## src/rtl/dcs_pkg.sv

```systemverilog
`timescale 1ns / 1ps

package dcs_pkg;

	typedef enum logic [2:0] {
		OP_TICK       = 3'd0,
		OP_PUSH_FWD   = 3'd1,
		OP_PUSH_LEFT  = 3'd2,
		OP_PUSH_RIGHT = 3'd3,
		OP_START      = 3'd4,
		OP_CANCEL     = 3'd5,
		OP_UNDO       = 3'd6,
		OP_CLEAR      = 3'd7
	} op_t;

	typedef enum logic [1:0] {
		CMD_FWD   = 2'd0,
		CMD_LEFT  = 2'd1,
		CMD_RIGHT = 2'd2,
		CMD_NONE  = 2'd3
	} cmd_code_t;

	typedef enum logic {
		ST_IDLE,
		ST_EXEC
	} state_t;

	// Controller to datapath.
	typedef struct packed {
		logic capture;
		logic commit;
	} seq_ctrl_t;

	localparam int unsigned OP_W     = 3;
	localparam int unsigned DIST_W   = 9;
	localparam int unsigned TICKS_W  = 16;
	localparam int unsigned QCOUNT_W = 7;
	localparam int unsigned CFG_IDX_W  = 1;
	localparam int unsigned CFG_DATA_W = 16;

	localparam logic [CFG_IDX_W-1:0] CFG_OBSTACLE = 1'd0;
	localparam logic [CFG_IDX_W-1:0] CFG_MOVE     = 1'd1;

	localparam logic [DIST_W-1:0]  OBSTACLE_RST = 9'd30;
	localparam logic [TICKS_W-1:0] MOVE_RST     = 16'd2000;
	localparam logic [TICKS_W-1:0] TICKS_MAX    = 16'hFFFF;

endpackage

```

## src/rtl/drive_command_sequencer_unit.sv

```systemverilog
`timescale 1ns / 1ps

// Drive command sequencer: keeps a list of forward/left/right commands and runs it on
// ticks that each carry a distance sample, stopping both motors while the path is blocked.
// Item channel: op and distance_cm with item_valid/item_stall; a beat moves when valid
// is high and stall is low. Every item yields exactly one result beat on the result
// channel (result_valid/result_stall) giving motor levels and list status after the item.
// Configuration: cfg_valid/cfg_ready write port, index 0 obstacle threshold, index 1
// command length in ticks; cfg_ready is always high. Write only while the block is idle.
// Timing: an item is captured while the command store is read at the current position,
// and the state update lands in the next cycle unless the previous result is still stalled;
// the result is registered by the update, and no new item is taken until that update has
// landed. The registered store read is why capture and update are split this way.
// A result register sits between the two channels, so one new item is taken while a
// result waits; if result_stall holds, that item parks until the result leaves and the
// item channel stalls meanwhile.
// Reset: list empty, motors off, not running, threshold 30 cm, command length 2000 ticks.
// The command store itself is not cleared; only entries below the list count are used.
module drive_command_sequencer_unit #(
	parameter int unsigned LIST_DEPTH = 64
) (
	input  logic                                clk,
	input  logic                                arst_n,
	input  logic                                item_valid,
	output logic                                item_stall,
	input  logic [dcs_pkg::OP_W-1:0]            op,
	input  logic [dcs_pkg::DIST_W-1:0]          distance_cm,
	output logic                                result_valid,
	input  logic                                result_stall,
	output logic                                left_on,
	output logic                                right_on,
	output logic                                running,
	output logic                                blocked_wait,
	output logic [dcs_pkg::QCOUNT_W-1:0]        queued_count,
	output logic                                push_dropped,
	output logic                                list_done,
	input  logic                                cfg_valid,
	output logic                                cfg_ready,
	input  logic [dcs_pkg::CFG_IDX_W-1:0]       cfg_index,
	input  logic [dcs_pkg::CFG_DATA_W-1:0]      cfg_data
);

	dcs_pkg::seq_ctrl_t ctrl;

	assign cfg_ready = 1'b1;

	dcs_ctrl u_ctrl (
		.clk          (clk),
		.arst_n       (arst_n),
		.item_valid   (item_valid),
		.item_stall   (item_stall),
		.result_valid (result_valid),
		.result_stall (result_stall),
		.ctrl         (ctrl)
	);

	dcs_dpath #(
		.LIST_DEPTH (LIST_DEPTH)
	) u_dpath (
		.clk          (clk),
		.arst_n       (arst_n),
		.ctrl         (ctrl),
		.op           (op),
		.distance_cm  (distance_cm),
		.cfg_we       (cfg_valid && cfg_ready),
		.cfg_index    (cfg_index),
		.cfg_data     (cfg_data),
		.left_on      (left_on),
		.right_on     (right_on),
		.running      (running),
		.blocked_wait (blocked_wait),
		.queued_count (queued_count),
		.push_dropped (push_dropped),
		.list_done    (list_done)
	);

`ifndef SYNTHESIS
	a_commit_shows: assert property (@(posedge clk) disable iff (!arst_n)
		ctrl.commit |=> result_valid)
		else $error("result not presented after an update");

	a_done_stops: assert property (@(posedge clk) disable iff (!arst_n)
		result_valid && list_done |-> !running && queued_count == '0)
		else $error("list done while still running or list not empty");

	a_drop_full: assert property (@(posedge clk) disable iff (!arst_n)
		result_valid && push_dropped |-> queued_count == dcs_pkg::QCOUNT_W'(LIST_DEPTH))
		else $error("push dropped while list not full");

	a_wait_motors_off: assert property (@(posedge clk) disable iff (!arst_n)
		blocked_wait |-> !left_on && !right_on)
		else $error("motor driven while waiting on obstacle");
`endif

endmodule

```

## src/rtl/dcs_ctrl.sv

```systemverilog
`timescale 1ns / 1ps

module dcs_ctrl (
	input  logic                clk,
	input  logic                arst_n,
	input  logic                item_valid,
	output logic                item_stall,
	output logic                result_valid,
	input  logic                result_stall,
	output dcs_pkg::seq_ctrl_t  ctrl
);

	dcs_pkg::state_t state_q, state_n;
	logic            out_valid_q;
	logic            slot_free;

	always_ff @(posedge clk or negedge arst_n) begin
		if (!arst_n) begin
			state_q     <= dcs_pkg::ST_IDLE;
			out_valid_q <= 1'b0;
		end else begin
			state_q <= state_n;
			if (ctrl.commit)
				out_valid_q <= 1'b1;
			else if (!result_stall)
				out_valid_q <= 1'b0;
		end
	end

	// The update may only land once the previous result has left or is leaving.
	assign slot_free = !out_valid_q || !result_stall;

	always_comb begin
		state_n      = state_q;
		item_stall   = 1'b1;
		ctrl.capture = 1'b0;
		ctrl.commit  = 1'b0;
		unique case (state_q)
			dcs_pkg::ST_IDLE: begin
				item_stall   = 1'b0;
				ctrl.capture = item_valid;
				if (item_valid)
					state_n = dcs_pkg::ST_EXEC;
			end
			dcs_pkg::ST_EXEC: begin
				ctrl.commit = slot_free;
				if (slot_free)
					state_n = dcs_pkg::ST_IDLE;
			end
			default: state_n = dcs_pkg::ST_IDLE;
		endcase
	end

	assign result_valid = out_valid_q;

endmodule

```

## src/rtl/dcs_dpath.sv

```systemverilog
`timescale 1ns / 1ps

module dcs_dpath #(
	parameter int unsigned LIST_DEPTH = 64
) (
	input  logic                                clk,
	input  logic                                arst_n,
	input  dcs_pkg::seq_ctrl_t                  ctrl,
	input  logic [dcs_pkg::OP_W-1:0]            op,
	input  logic [dcs_pkg::DIST_W-1:0]          distance_cm,
	input  logic                                cfg_we,
	input  logic [dcs_pkg::CFG_IDX_W-1:0]       cfg_index,
	input  logic [dcs_pkg::CFG_DATA_W-1:0]      cfg_data,
	output logic                                left_on,
	output logic                                right_on,
	output logic                                running,
	output logic                                blocked_wait,
	output logic [dcs_pkg::QCOUNT_W-1:0]        queued_count,
	output logic                                push_dropped,
	output logic                                list_done
);

	localparam int unsigned CW = $clog2(LIST_DEPTH + 1);
	localparam int unsigned AW = (LIST_DEPTH > 1) ? $clog2(LIST_DEPTH) : 1;

	logic [1:0] store_mem [LIST_DEPTH];

	logic [dcs_pkg::DIST_W-1:0]  obstacle_q;
	logic [dcs_pkg::TICKS_W-1:0] move_ticks_q;

	dcs_pkg::op_t                op_q;
	logic [dcs_pkg::DIST_W-1:0]  dist_q;
	logic [1:0]                  rd_code_q;

	logic [CW-1:0]               count_q, count_n;
	logic [CW-1:0]               index_q, index_n;
	logic                        run_q, run_n;
	logic                        move_q, move_n;
	logic                        wait_q, wait_n;
	logic [dcs_pkg::TICKS_W-1:0] elapsed_q, elapsed_n;
	logic                        left_q, left_n;
	logic                        right_q, right_n;
	logic                        dropped_q, dropped_n;
	logic                        done_q, done_n;
	logic                        mem_we;
	logic                        blocked;
	logic                        not_full;

	always_ff @(posedge clk or negedge arst_n) begin
		if (!arst_n) begin
			obstacle_q   <= dcs_pkg::OBSTACLE_RST;
			move_ticks_q <= dcs_pkg::MOVE_RST;
		end else if (cfg_we) begin
			case (cfg_index)
				dcs_pkg::CFG_OBSTACLE: obstacle_q   <= cfg_data[dcs_pkg::DIST_W-1:0];
				dcs_pkg::CFG_MOVE:     move_ticks_q <= cfg_data[dcs_pkg::TICKS_W-1:0];
				default: ;
			endcase
		end
	end

	// Item capture; the store is read at the current index for a possible tick.
	always_ff @(posedge clk) begin
		if (ctrl.capture) begin
			op_q      <= dcs_pkg::op_t'(op);
			dist_q    <= distance_cm;
			rd_code_q <= store_mem[index_q[AW-1:0]];
		end
		if (mem_we)
			store_mem[count_q[AW-1:0]] <= 2'(op_q) - 2'd1;
	end

	assign not_full = count_q < CW'(LIST_DEPTH);
	assign blocked  = dist_q <= obstacle_q;
	assign mem_we   = ctrl.commit && not_full &&
		(op_q == dcs_pkg::OP_PUSH_FWD || op_q == dcs_pkg::OP_PUSH_LEFT ||
		 op_q == dcs_pkg::OP_PUSH_RIGHT);

	always_comb begin
		count_n   = count_q;
		index_n   = index_q;
		run_n     = run_q;
		move_n    = move_q;
		wait_n    = wait_q;
		elapsed_n = elapsed_q;
		left_n    = left_q;
		right_n   = right_q;
		dropped_n = 1'b0;
		done_n    = 1'b0;
		case (op_q)
			dcs_pkg::OP_TICK: begin
				if (elapsed_q != dcs_pkg::TICKS_MAX)
					elapsed_n = elapsed_q + 1'b1;
				if (run_q) begin
					if (index_q >= count_q) begin
						run_n   = 1'b0;
						index_n = '0;
						count_n = '0;
						done_n  = 1'b1;
					end else if (blocked && !wait_q) begin
						left_n  = 1'b0;
						right_n = 1'b0;
						wait_n  = 1'b1;
					end else begin
						// A cleared path restarts the current command from scratch.
						if (!blocked && wait_q) begin
							wait_n = 1'b0;
							move_n = 1'b0;
						end
						if (!move_n && !wait_n) begin
							elapsed_n = '0;
							move_n    = 1'b1;
							case (dcs_pkg::cmd_code_t'(rd_code_q))
								dcs_pkg::CMD_FWD: begin
									left_n  = 1'b1;
									right_n = 1'b1;
								end
								dcs_pkg::CMD_LEFT:  right_n = 1'b1;
								dcs_pkg::CMD_RIGHT: left_n  = 1'b1;
								default: ;
							endcase
						end
						// The timer keeps running while paused and may end a command then.
						if (move_n && elapsed_n >= move_ticks_q) begin
							left_n  = 1'b0;
							right_n = 1'b0;
							move_n  = 1'b0;
							index_n = index_q + 1'b1;
						end
					end
				end
			end
			dcs_pkg::OP_PUSH_FWD, dcs_pkg::OP_PUSH_LEFT, dcs_pkg::OP_PUSH_RIGHT: begin
				if (not_full)
					count_n = count_q + 1'b1;
				else
					dropped_n = 1'b1;
			end
			dcs_pkg::OP_START: begin
				if (count_q != '0) begin
					run_n   = 1'b1;
					index_n = '0;
					move_n  = 1'b0;
					wait_n  = 1'b0;
				end
			end
			dcs_pkg::OP_CANCEL: begin
				run_n   = 1'b0;
				move_n  = 1'b0;
				count_n = '0;
				left_n  = 1'b0;
				right_n = 1'b0;
			end
			dcs_pkg::OP_UNDO: begin
				if (count_q != '0)
					count_n = count_q - 1'b1;
			end
			default: count_n = '0;
		endcase
	end

	always_ff @(posedge clk or negedge arst_n) begin
		if (!arst_n) begin
			count_q   <= '0;
			index_q   <= '0;
			run_q     <= 1'b0;
			move_q    <= 1'b0;
			wait_q    <= 1'b0;
			elapsed_q <= '0;
			left_q    <= 1'b0;
			right_q   <= 1'b0;
			dropped_q <= 1'b0;
			done_q    <= 1'b0;
		end else if (ctrl.commit) begin
			count_q   <= count_n;
			index_q   <= index_n;
			run_q     <= run_n;
			move_q    <= move_n;
			wait_q    <= wait_n;
			elapsed_q <= elapsed_n;
			left_q    <= left_n;
			right_q   <= right_n;
			dropped_q <= dropped_n;
			done_q    <= done_n;
		end
	end

	assign left_on      = left_q;
	assign right_on     = right_q;
	assign running      = run_q;
	assign blocked_wait = wait_q;
	assign queued_count = dcs_pkg::QCOUNT_W'(count_q);
	assign push_dropped = dropped_q;
	assign list_done    = done_q;

endmodule
```

## config.mk

```make
export PLATFORM = sky130hd
export DESIGN_NAME = drive_command_sequencer_unit
export DESIGN_NICKNAME = d
export VERILOG_FILES = /design/src/rtl/dcs_pkg.sv /design/src/rtl/drive_command_sequencer_unit.sv /design/src/rtl/dcs_ctrl.sv /design/src/rtl/dcs_dpath.sv
export SDC_FILE = /design/constraint.sdc
export NUM_CORES = 1
export LEC_CHECK = 0
export ABC_AREA = 1
export BUFFER_PORTS_ARGS = -buffer_cell sky130_fd_sc_hd__buf_2
export CAP_MARGIN = 20
export CORE_ASPECT_RATIO = 0.5
export CORE_MARGIN = 5
export CORE_UTILIZATION = 60
export DETAILED_ROUTE_END_ITERATION = 10
export GPL_TIMING_DRIVEN = 0
export PLACE_DENSITY_LB_ADDON = 0.08
export SLEW_MARGIN = 20
export SYNTH_ARGS = -nofsm -noshare
export SYNTH_HDL_FRONTEND = slang
export SYNTH_SLANG_ARGS = --single-unit
```

## constraint.sdc

```tcl
create_clock -name clk -period 8.33 [get_ports clk]
set_clock_uncertainty 0.15 [all_clocks]
set_input_delay 1.2495 -clock clk [delete_from_list [all_inputs] [get_ports clk]]
set_output_delay 1.2495 -clock clk [all_outputs]
set_load 0.01 [all_outputs]
```

==> qor.yml, run 1 <==
synthesis:
  yosys.area.top_type: "edfxtp_1"
  syn_nets: 1149
  synth_top_area_share_pct: 41.5
  synth_area_leaders: "edfxtp_1 41%, dfrtp_1 13%, nor2_1 6.4%, nand2_1 6.2%, ha_1 5.2%"
  ys_warn_count: 0
  netlist_area_um2: 10300
  synthDistinctLibCells: 51
  synth_area_per_cell_um2: 9.60
  synthArstFlopShare_pct: 31.1
  synth-edff-count: 142
  ys.flop_type: "edfxtp_1"
  synth-seq-area-share_pct: 57.2
  synth_seq_cells: 206
  synth_cells: 1071
sta:
  hold_viol: 0
  rsz0062_at_grt: "false"
  tightest_slew_ns: 0.788
  maxSlewHeadroom_pct: 47.3
  post-route-period-util_pct: 44.8
  final.setup.tns_ns: 0
  setup_viol: 0
  fmax_mhz: 268
  finalCriticalPeriod_ns: 3.73
  maxSlewViolCount: 0
finish:
  drive_gt1_share_pct: 12.2
  layout_common_cells: "175 x nor2_1, 170 x nand2_1, 142 x edfxtp_1"
  antennaDiodeCount: 0
  nNetsFinal: 1221
  syn2layout_area_growth_pct: 11.4
  layout_commonest_cell: "nor2_1"
grt:
  antenna_found_initial: 0
  grt-ovfl-total: 0
  grt_usage_pct: 25.9
  grt_pass1_vias: 8003
  grt_pass1_wl_um: 41100
  grt_start_max_net_pins: 45
cts:
  cts_tree: "built"
  cts_buffers: 19
  clk_pin_slew_ns: 0.07
  cts_buffer_depth: 3
  ctsHoldBuffers: 0
  cts-root-buf: "clkbuf_16"
  clock_sinks: 206
  postCtsSetupBuffers: 0
  cts_max_level: 1
  post_cts_resized: 0
  clock_latency_ns: 0.50
setup_path:
  cp_common_cell: "nand2_1"
  end_kind: "register"
  max_stage_delay_ns: 0.53
  crit_type: "reg -> reg"
  path_cells: "inv_1 > ha_1 > nand2_1 > nor2_2 > nand3b_1 > nand3_2 > nand3_1 > nand2_1 > buf_2 > nor2_1 > ha_1 > nand2_1 > nor3_1 > nand2_1 > nand3_1 > nand3_1 > nand2_2 > nand2_4 > nand2_1 > nand2_1"
  cp_top_family: "simple AND/OR/NAND/NOR gates"
  cp_num_buf_inv: 2
  critPathRequiredTime_ns: 8.57
  cp_max_fo: 10
  startpoint_type: "register"
  cp.arrival_ns: 3.98
  critPathSlowestCell: "dfstp_2"
die:
  start_util_pct: 62.0
  core_um2: 16600
  die_h_um: 103
  dieArea_um2: 20000
  pin_count: 50
  dieWidth_um: 195
  num_rows: 33
power_and_ir_drop:
  power_leakage_nw: 4.71
  p_per_area_nw_per_um2: 303
  power.total_w: 0.00348
  ir_drop_mv: 0.224
routing:
  wl_um: 25500
  drtPass1Iterations: 5
  viasPerCell: 5.84
  wl_per_cell_um: 18.4
  ant_nets: 0
  vias: 8075
  drc: 0
  dr.first_iter.drc_count: 679
run_status:
  outcome: "complete, no violations"
placed_design:
  gp_congestion: 0.898
  place_hpwl_um: 17600
  portBuffers: 48
hold_path:
  hp-class: "reg -> reg"
flow_run:
  drv_cap: 0
-- cells by family (layout without fill, tap and decap cells) --
family                     after synthesis  after routing  share of synthesized area [%]
and+or+nand+nor                        465            465                           19.8
DFF                                    206            206                           57.2
AOI/OAI and AO/OA                      199            199                           11.1
buffers and inverters                  144            229                           5.55
adders and majority gates               44             44                           5.43
xor gates and xnor gates                12             12                           1.02
other                                    1              1                         0.0365
-- per-stage QoR --
| stage | cell area (um^2) | instances | hold slack (ns) | utilization (%) | worst slack, ns |
|---|---|---|---|---|---|
| finish | 11500 | 1383 | 0.341 | 69.0 | 4.60 |
| global route | 11500 | 1383 | 0.360 | 69.0 | 4.26 |
| CTS | 11500 | 1383 | 0.345 | 69.0 | 4.62 |
| detailed placement | 10900 | 1349 | 0.329 | 65.5 | 4.61 |
| global placement | 10800 | 1346 | 0.316 | 65.1 | 3.97 |
| floorplan | 10300 | 1071 | 0.303 | - | 5.19 |
-- per-layer routing --
layer  vias to the layer above  wire (um)  track usage [%]
met3                        53       2250             6.14
met5                         -          0                0
met2                       324      11500             42.4
met1                      3864      11000             35.2
li1                       3834          -                -
met4                         0        714             8.26
-- cells in the mapped netlist, types with 2 or more instances --
master	n
clkbuf_1	15
buf_1	2
o21a_1	2
nor2_1	176
dfrtp_1	54
o221ai_1	8
nor2_4	2
o21ai_2	2
nand3_2	2
inv_1	102
inv_2	6
xor2_1	11
o211ai_1	9
a21oi_1	26
o21ai_1	15
or2_2	2
o21ai_0	97
nand2_1	170
a31oi_1	5
edfxtp_1	142
buf_2	14
o22ai_1	27
nor3_4	2
buf_4	2
nand3_1	63
nand4_1	20
o31ai_1	2
nor2_2	5
nor3_1	11
inv_4	2
dfstp_2	10
nand3b_1	2
nand2_2	3
ha_1	43
-- report_power, final --
part / switching (W) / total, W / leakage (nW) / internal [W]
combinational: 0.000894 / 0.00129 / 2.34 / 0.000394
clock: 0.000386 / 0.000849 / 0.292 / 0.000462
sequential: 0.0000966 / 0.00134 / 2.07 / 0.00124
-- tightest hold or removal path: stages, from the launching register on --
cell and delay (ns):
dfstp_2 0.37, nand2_1 0.05, o21ai_0 0.07
-- sequential cells by signal, indices dropped and copies added, names as in the netlist, 2 cells and up --
name / cells
u_dpath.index_q: 7
u_dpath.op_q: 3
u_dpath.obstacle_q: 9
u_dpath.elapsed_q: 16
u_dpath.queued_count: 7
u_dpath.rd_code_q: 2
u_dpath.dist_q: 9
u_dpath.move_ticks_q: 16
u_dpath.store_mem: 128
-- worst paths after layout --
check | startpoint | endpoint | slack (ns) | depth (start not counted)
max | u_dpath.obstacle_q[4] | u_dpath.index_q[0] | 4.60 | 20
min | u_dpath.obstacle_q[3] | u_dpath.obstacle_q[3] | 0.34 | 2
max reg2reg | u_dpath.obstacle_q[4] | u_dpath.index_q[0] | 4.60 | 20
min reg2reg | u_dpath.obstacle_q[3] | u_dpath.obstacle_q[3] | 0.34 | 2
max in group asynchronous | arst_n | u_dpath.move_ticks_q[10] | 6.92 | 2
min in group asynchronous | arst_n | u_dpath.queued_count[4] | 0.51 | 1
-- cell type report --
type | count | area, um^2
sequential | 206 | 5880
fill | 1290 | 5140
multi-input combinational | 721 | 3840
clock buffer | 23 | 500
inverter | 111 | 422
timing repair buffer | 51 | 303
tap | 227 | 284
buffer | 33 | 149
clock inverter | 11 | 83.8
Power figures use the tool's default switching activity.
==> run 2: changes to the inputs <==
--- a/config.mk
+++ b/config.mk
@@ -5,12 +5,12 @@
 export SDC_FILE = /design/constraint.sdc
 export NUM_CORES = 1
 export LEC_CHECK = 0
-export ABC_AREA = 1
+export ABC_AREA = 0
 export BUFFER_PORTS_ARGS = -buffer_cell sky130_fd_sc_hd__buf_2
 export CAP_MARGIN = 20
 export CORE_ASPECT_RATIO = 0.5
 export CORE_MARGIN = 5
-export CORE_UTILIZATION = 60
+export CORE_UTILIZATION = 56
 export DETAILED_ROUTE_END_ITERATION = 10
 export GPL_TIMING_DRIVEN = 0
 export PLACE_DENSITY_LB_ADDON = 0.08
==> constraint.sdc (replaced) <==
create_clock -name clk -period 3.2 [get_ports clk]
set_clock_uncertainty 0.15 [all_clocks]
set_input_delay 0.48 -clock clk [delete_from_list [all_inputs] [get_ports clk]]
set_output_delay 0.48 -clock clk [all_outputs]
set_load 0.01 [all_outputs]
==> qor.yml, run 2 <==
synthesis:
  synth_cells: 772  # -28%
  ys.flop_type: "edfxtp_1"
  syn_nets: 850  # -26%
  yosysMostFrequentCell: "edfxtp_1"
  synthDistinctLibCells: 59  # +16%
  synth-edff-count: 142  # unchanged
  ys_warn_count: 0  # unchanged
  synth-seq-area-share_pct: 59.0  # +1.9 points
  synth_area_leaders: "edfxtp_1 43%, dfrtp_1 14%, mux4_2 7.0%, ha_1 5.4%, nor2_1 3.8%"
  synthArstFlopShare_pct: 31.1  # unchanged
  synth_seq_cells: 206  # unchanged
  synth_commonest_cells: "142 x edfxtp_1, 101 x nor2_1, 57 x nand2_1, 54 x dfrtp_1, 43 x ha_1"
  yosys.area.top_type: "edfxtp_1"
  synth_area_per_cell_um2: 12.9  # +34%
  netlist_area_um2: 9960  # -3.1%
  synth_top_area_share_pct: 42.8  # +1.3 points
setup_path:
  path_cells: "inv_1 > ha_1 > nand4_1 > o21bai_1 > a211oi_2 > nor2_2 > a21o_4 > clkbuf_16 > nor2_1 > ha_1 > a21oi_1 > o21ai_2 > a221oi_4 > nand3_4 > a21oi_4 > o31ai_1 > o21ai_1"
  end_kind: "register"
  cp_common_cell: "ha_1"
  crit_type: "reg -> reg"
  max_stage_delay_ns: 0.52  # about the same
  cp.arrival_ns: 4.03  # +0.05 ns
  critPathSlowestCell: "dfstp_2"
  cp_top_family: "compound AO/OA/AOI/OAI gates"
  critPathRequiredTime_ns: 3.46  # -5.11 ns
  cp_num_buf_inv: 2  # unchanged
  cp_max_fo: 8  # -2
  startpoint_type: "register"
sta:
  maxSlewViolCount: 0  # unchanged
  tightest_slew_ns: 0.953  # +0.165 ns
  finalCriticalPeriod_ns: 3.77  # +0.0382 ns
  post-route-period-util_pct: 118  # +73 points
  hold_viol: 0  # unchanged
  setup_viol: 10  # +10
  setup_ws_ns: -0.572  # -5.17 ns
  rsz0062_at_grt: "true"
  final.setup.tns_ns: -5.33  # -5.33 ns
  maxSlewHeadroom_pct: 36.0  # -11 points
  fmax_mhz: 265  # -1.0%
finish:
  drive_gt1_share_pct: 25.7  # +14 points
  utilization_pct: 67.6  # -1.5 points
  fillCellCount: 1247  # -3.3%
  register_area_um2: 5880  # unchanged
  syn2layout_area_growth_pct: 18.0
  antennaDiodeCount: 0  # unchanged
  multiInputGateArea_um2: 4020  # +4.6%
  largest_reg_flops: 128  # unchanged
  layout_commonest_cell: "edfxtp_1"
  fin_area_um2: 11800  # +2.6%
  nNetsFinal: 947  # -22%
  layout_common_cells: "142 x edfxtp_1, 94 x nor2_1, 56 x nand2_1"
placed_design:
  place_hpwl_um: 14600  # -17%
  pre_cts_slack_ns: -0.830  # -5.44 ns
  portBuffers: 48  # unchanged
  placed_cell_area_um2: 10700  # -1.7%
  gp_congestion: 0.815  # -9.2%
die:
  core_um2: 17400  # +4.8%
  die_h_um: 104  # +1.7%
  start_util_pct: 57.3  # -4.7 points
  dieArea_um2: 20700  # +3.5%
  dieWidth_um: 199  # +1.8%
  num_rows: 34  # +3.0%
  pin_count: 50  # unchanged
power_and_ir_drop:
  power_leakage_nw: 4.40  # -6.6%
  p_per_area_nw_per_um2: 658  # +120%
  power.total_w: 0.00773  # +120%
  ir_drop_mv: 0.461  # +110%
cts:
  cts_buffers: 20  # +1
  cts-root-buf: "clkbuf_16"
  clk_pin_slew_ns: 0.07  # about the same
  cts_tree: "built"
  cts_max_level: 1  # unchanged
  clock_latency_ns: 0.49  # about the same
  clock_sinks: 206  # unchanged
  cts_buffer_depth: 3  # unchanged
routing:
  drtPass1Iterations: 5  # unchanged
  drc: 0  # unchanged
  wl_um: 21900  # -14%
  dr.first_iter.drc_count: 545  # -20%
  wl_per_cell_um: 19.6  # +6.3%
  ant_nets: 0  # unchanged
  vias: 6624  # -18%
  viasPerCell: 5.93  # +1.6%
run_status:
  violations: "setup timing"
  outcome: "finished with violations"
grt:
  grt_pass1_wl_um: 35300  # -14%
  grt_start_max_net_pins: 57  # +27%
  grt_usage_pct: 21.5  # -4.4 points
  grt-ovfl-total: 0  # unchanged
  grt_pass1_vias: 6513  # -19%
  antenna_found_initial: 0  # unchanged
hold_path:
  hp-class: "in -> reg"
flow_run:
  drv_cap: 0  # unchanged
## run 2: changes by cell type after synthesis, sizes merged, moves of 9 or more
cell / before / now
a21oi: 26 / 35
inv: 110 / 42
mux2: 0 / 17
mux4: 0 / 40
nand2: 174 / 57
nand2b: 0 / 9
nand3: 66 / 28
nand4: 22 / 13
nor2: 183 / 101
o211ai: 10 / 0
o21ai: 115 / 43
o22ai: 27 / 2
o31ai: 2 / 19
## run 2: timing repair
item                                   4_1_cts  5_1_grt
cloned                                       2        0
setup buffers                               18        1
resized for setup                           27        3
hold buffers                                 2        2
setup endpoints to repair                   70       23
endpoints found under the hold margin       55        2
pin swaps                                   21        3
## run 2: worst reg2reg max path, delay by kind of cell, from the launching register on
kind | cells | cell delay [ns]
buffers and inverters | 2 | 0.21
DFF | 1 | 0.52
and+or+nand+nor | 4 | 0.49
adders and majority gates | 2 | 0.53
AOI/OAI and AO/OA | 9 | 1.81
## run 2: cell families after synthesis
group	count (synthesis)	share of synthesized area [%]
mux	59	11.5
fa+ha+maj	44	5.60
compound gates	129	7.86
xor+xnor	14	1.23
other cells	1	0.0376
flops	206	59.0
simple gates	248	11.7
buf+inv	71	3.05
## run 2: area by class of cell
type / instances / area share [%]
Tap cell: 234 / 2.49
Multi-Input combinational cell: 495 / 34.1
Timing Repair inverter: 1 / 0.0426
Clock buffer: 32 / 6.07
Timing Repair Buffer: 75 / 4.31
Buffer: 28 / 1.38
Sequential cell: 206 / 50.0
Clock inverter: 4 / 0.192
Inverter: 42 / 1.37
## run 2: power by group
| part | internal (W) | switching (W) | total, W |
|---|---|---|---|
| logic | 0.000710 | 0.00114 | 0.00185 |
| registers | 0.00316 | 0.000188 | 0.00335 |
| clock network | 0.00154 | 0.000998 | 0.00253 |
| total | 0.00541 | 0.00232 | 0.00773 |
## run 2: per-stage QoR
stage                     hold WS, ns  std cells
after floorplan                0.0344        772
after global routing          0.00719       1117
after CTS                  0.00000472       1115
after detailed placement        0.181       1057
after global placement          0.318       1054
final                          0.0190       1117
## run 2: path summary, 6_finish.rpt
kind / from / to / slack (ns) / cells after the start
max: u_dpath.obstacle_q[1] / u_dpath.index_q[4] / -0.57 / 17
min: distance_cm[4] / u_dpath.dist_q[4] / 0.02 / 1
max reg2reg: u_dpath.obstacle_q[1] / u_dpath.index_q[4] / -0.57 / 17
min reg2reg: u_dpath.push_dropped / u_dpath.push_dropped / 0.33 / 2
max in group asynchronous: arst_n / u_dpath.move_ticks_q[7] / 2.12 / 3
min in group asynchronous: arst_n / u_dpath.queued_count[3] / 0.20 / 2
## run 2: metal layers
layer | up-vias | track usage (%) | part of all wire, %
met5 | - | 0 | 0
met1 | 3331 | 31.9 | 45
met3 | 34 | 3.50 | 5.6
met4 | 0 | 4.44 | 2.1
li1 | 3093 | - | -
met2 | 166 | 33.9 | 47
==> run 3: changes to the inputs <==
--- a/config.mk
+++ b/config.mk
@@ -8,9 +8,11 @@
 export ABC_AREA = 0
 export BUFFER_PORTS_ARGS = -buffer_cell sky130_fd_sc_hd__buf_2
 export CAP_MARGIN = 20
+export CELL_PAD_IN_SITES_DETAIL_PLACEMENT = 0
+export CELL_PAD_IN_SITES_GLOBAL_PLACEMENT = 1
 export CORE_ASPECT_RATIO = 0.5
-export CORE_MARGIN = 5
-export CORE_UTILIZATION = 56
+export CORE_MARGIN = 4
+export CORE_UTILIZATION = 46
 export DETAILED_ROUTE_END_ITERATION = 10
 export GPL_TIMING_DRIVEN = 0
 export PLACE_DENSITY_LB_ADDON = 0.08
==> qor.yml, run 3 (synthesis gave the netlist of run 2 again) <==
sta:
  tightest_slew_ns: 0.816  # -0.136 ns
  hold_viol: 0  # unchanged
  rsz0062_at_grt: "true"
  fmax_mhz: 266  # +0.34%
  maxSlewViolCount: 0  # unchanged
  setup_ws_ns: -0.559  # +0.0128 ns
  setup_viol: 10  # unchanged
  finalCriticalPeriod_ns: 3.76  # -0.0128 ns
  maxSlewHeadroom_pct: 45.4  # +9.5 points
  hold-worst-slack_ns: 0.0641  # +0.0451 ns
  post-route-period-util_pct: 117  # -0.40 points
placed_design:
  place_hpwl_um: 15300  # +5.0%
  gp_congestion: 0.778  # -4.6%
  pre_cts_slack_ns: -0.931  # -0.100 ns
  portBuffers: 48  # unchanged
die:
  dieArea_um2: 24200  # +17%
  core_um2: 20900  # +20%
  pin_count: 50  # unchanged
  start_util_pct: 47.6  # -9.6 points
  dieWidth_um: 216  # +8.8%
  die_h_um: 112  # +7.4%
  num_rows: 37  # +8.8%
finish:
  nNetsFinal: 954  # +0.74%
  antennaDiodeCount: 0  # unchanged
  fillCellCount: 1741  # +40%
  layout_commonest_cell: "edfxtp_1"
  utilization_pct: 57.4  # -10 points
  drive_gt1_share_pct: 27.0  # +1.3 points
  syn2layout_area_growth_pct: 20.6
  largest_reg_flops: 128  # unchanged
  layout_common_cells: "142 x edfxtp_1, 90 x nor2_1, 55 x nand2_1"
flow_run:
  drv_cap: 0  # unchanged
setup_path:
  cp.arrival_ns: 4.02  # about the same
  crit_type: "reg -> reg"
  reg2reg_depth: 17  # unchanged
  reg2reg_slack_ns: -0.56  # about the same
  regToRegStartpoint: "u_dpath.obstacle_q[4]"
  crit-reg2reg-capture: "u_dpath.index_q[5]"
  critPathRequiredTime_ns: 3.46  # about the same
  cp_max_fo: 8  # unchanged
  startpoint_type: "register"
  end_kind: "register"
power_and_ir_drop:
  ir_drop_mv: 0.345  # -25%
  power_leakage_nw: 4.39  # -0.17%
  p_per_area_nw_per_um2: 642  # -2.4%
  power.total_w: 0.00771  # -0.26%
run_status:
  outcome: "finished with violations"
  violations: "setup timing"
hold_path:
  min-delay-start: "cfg_data[12]"
  whs_endpoint: "u_dpath.move_ticks_q[12]"
  hp-class: "in -> reg"
  min_path_cells: 2  # +1
routing:
  ant_nets: 0  # unchanged
  drc: 0  # unchanged
  wl_um: 23400  # +7.1%
  viasPerCell: 5.57  # -6.1%
  drtPass1Iterations: 5  # unchanged
  dr.first_iter.drc_count: 610  # +12%
  wl_per_cell_um: 19.8  # +1.2%
  vias: 6585  # -0.59%
cts:
  clk_pin_slew_ns: 0.07  # about the same
  cts_buffers: 20  # unchanged
  cts_max_level: 1  # unchanged
  clock_sinks: 206  # unchanged
  cts_buffer_depth: 3  # unchanged
  cts_tree: "built"
  clock_latency_ns: 0.50  # about the same
  cts-root-buf: "clkbuf_16"
grt:
  antenna_found_initial: 0  # unchanged
  grt_start_max_net_pins: 52  # -8.8%
  grt-ovfl-total: 0  # unchanged
  grt_usage_pct: 19.8  # -1.7 points
  grt_pass1_vias: 6747  # +3.6%
  grt_pass1_wl_um: 38100  # +7.7%
[run 3: cell count changes in the layout (fill, tap and decap cells not counted), sizes merged]
cell,change
buf,-1
clkinv,+6
clkinvlp,-1
bufinv,+2
clkbuf,-8
dlygate4sd3,+9
[run 3: worst max-delay path, stage by stage (launching register included)]
cell and delay [ns]:
dfstp_2 0.52, inv_2 0.05, ha_4 0.23, nand4_1 0.11, o21bai_1 0.10, a211oi_2 0.30
nor2_2 0.09, a21o_4 0.24, buf_6 0.13, a21oi_4 0.16, ha_4 0.23, and4_1 0.19
and2_4 0.17, a221oi_4 0.30, nand3_4 0.15, a21oi_4 0.30, o31ai_1 0.12, o31ai_1 0.10
[run 3: worst max path at each step]
stage | slack (ns) | cells after the start | endpoint | startpoint
2_1_floorplan | -0.29 | 17 | u_dpath.index_q[1] | u_dpath.obstacle_q[4]
3_3_place_gp | -0.99 | 3 | u_dpath.store_mem[55][1] | u_dpath.op_q[0]
3_5_place_dp | -0.93 | 17 | u_dpath.index_q[3] | u_dpath.obstacle_q[1]
4_1_cts | -0.62 | 18 | u_dpath.index_q[3] | u_dpath.obstacle_q[3]
5_1_grt | -0.69 | 19 | u_dpath.index_q[3] | u_dpath.obstacle_q[3]
6_report | -0.56 | 17 | u_dpath.index_q[5] | u_dpath.obstacle_q[4]
[run 3: per-stage QoR]
step / std cells / setup TNS, ns / cell area (um^2)
2_1_floorplan: 772 / -2.69 / 10100
3_3_place_gp: 1112 / -129.09 / 10700
3_5_place_dp: 1115 / -10.30 / 10800
4_1_cts: 1180 / -6.08 / 11900
5_1_grt: 1182 / -6.44 / 12000
6_report: 1182 / -5.12 / 12000
[run 3: repair_timing]
action	4_1_cts	5_1_grt
endpoints found under the hold margin	62	0
buffers inserted	15	5
hold buffers	13	0
gates cloned	1	0
pin swaps	29	19
resized for setup	52	18
setup endpoints to repair	45	58
[run 3: per-layer routing]
metal  wire (um)  GRT usage (%)
met2       11000           32.2
met5           0              0
met4         312           2.90
met3         957           3.49
met1       11200           28.9
[run 3: layout make-up]
cell class / count / area, um^2 / area share [%]
clock inverters: 11 / 114 / 0.948
repair buffers: 84 / 606 / 5.04
well taps: 292 / 365 / 3.04
repair inverters: 1 / 5.00 / 0.0417
plain buffers: 26 / 159 / 1.32
multi-input cells: 495 / 4210 / 35.0
flip-flops and latches: 206 / 5880 / 48.9
clock buffers: 25 / 519 / 4.32
inverters: 42 / 161 / 1.34
[run 3: where the power goes]
group          internal, W  switching, W
Clock              0.00132       0.00102
Combinational     0.000782       0.00123
Sequential         0.00316      0.000198
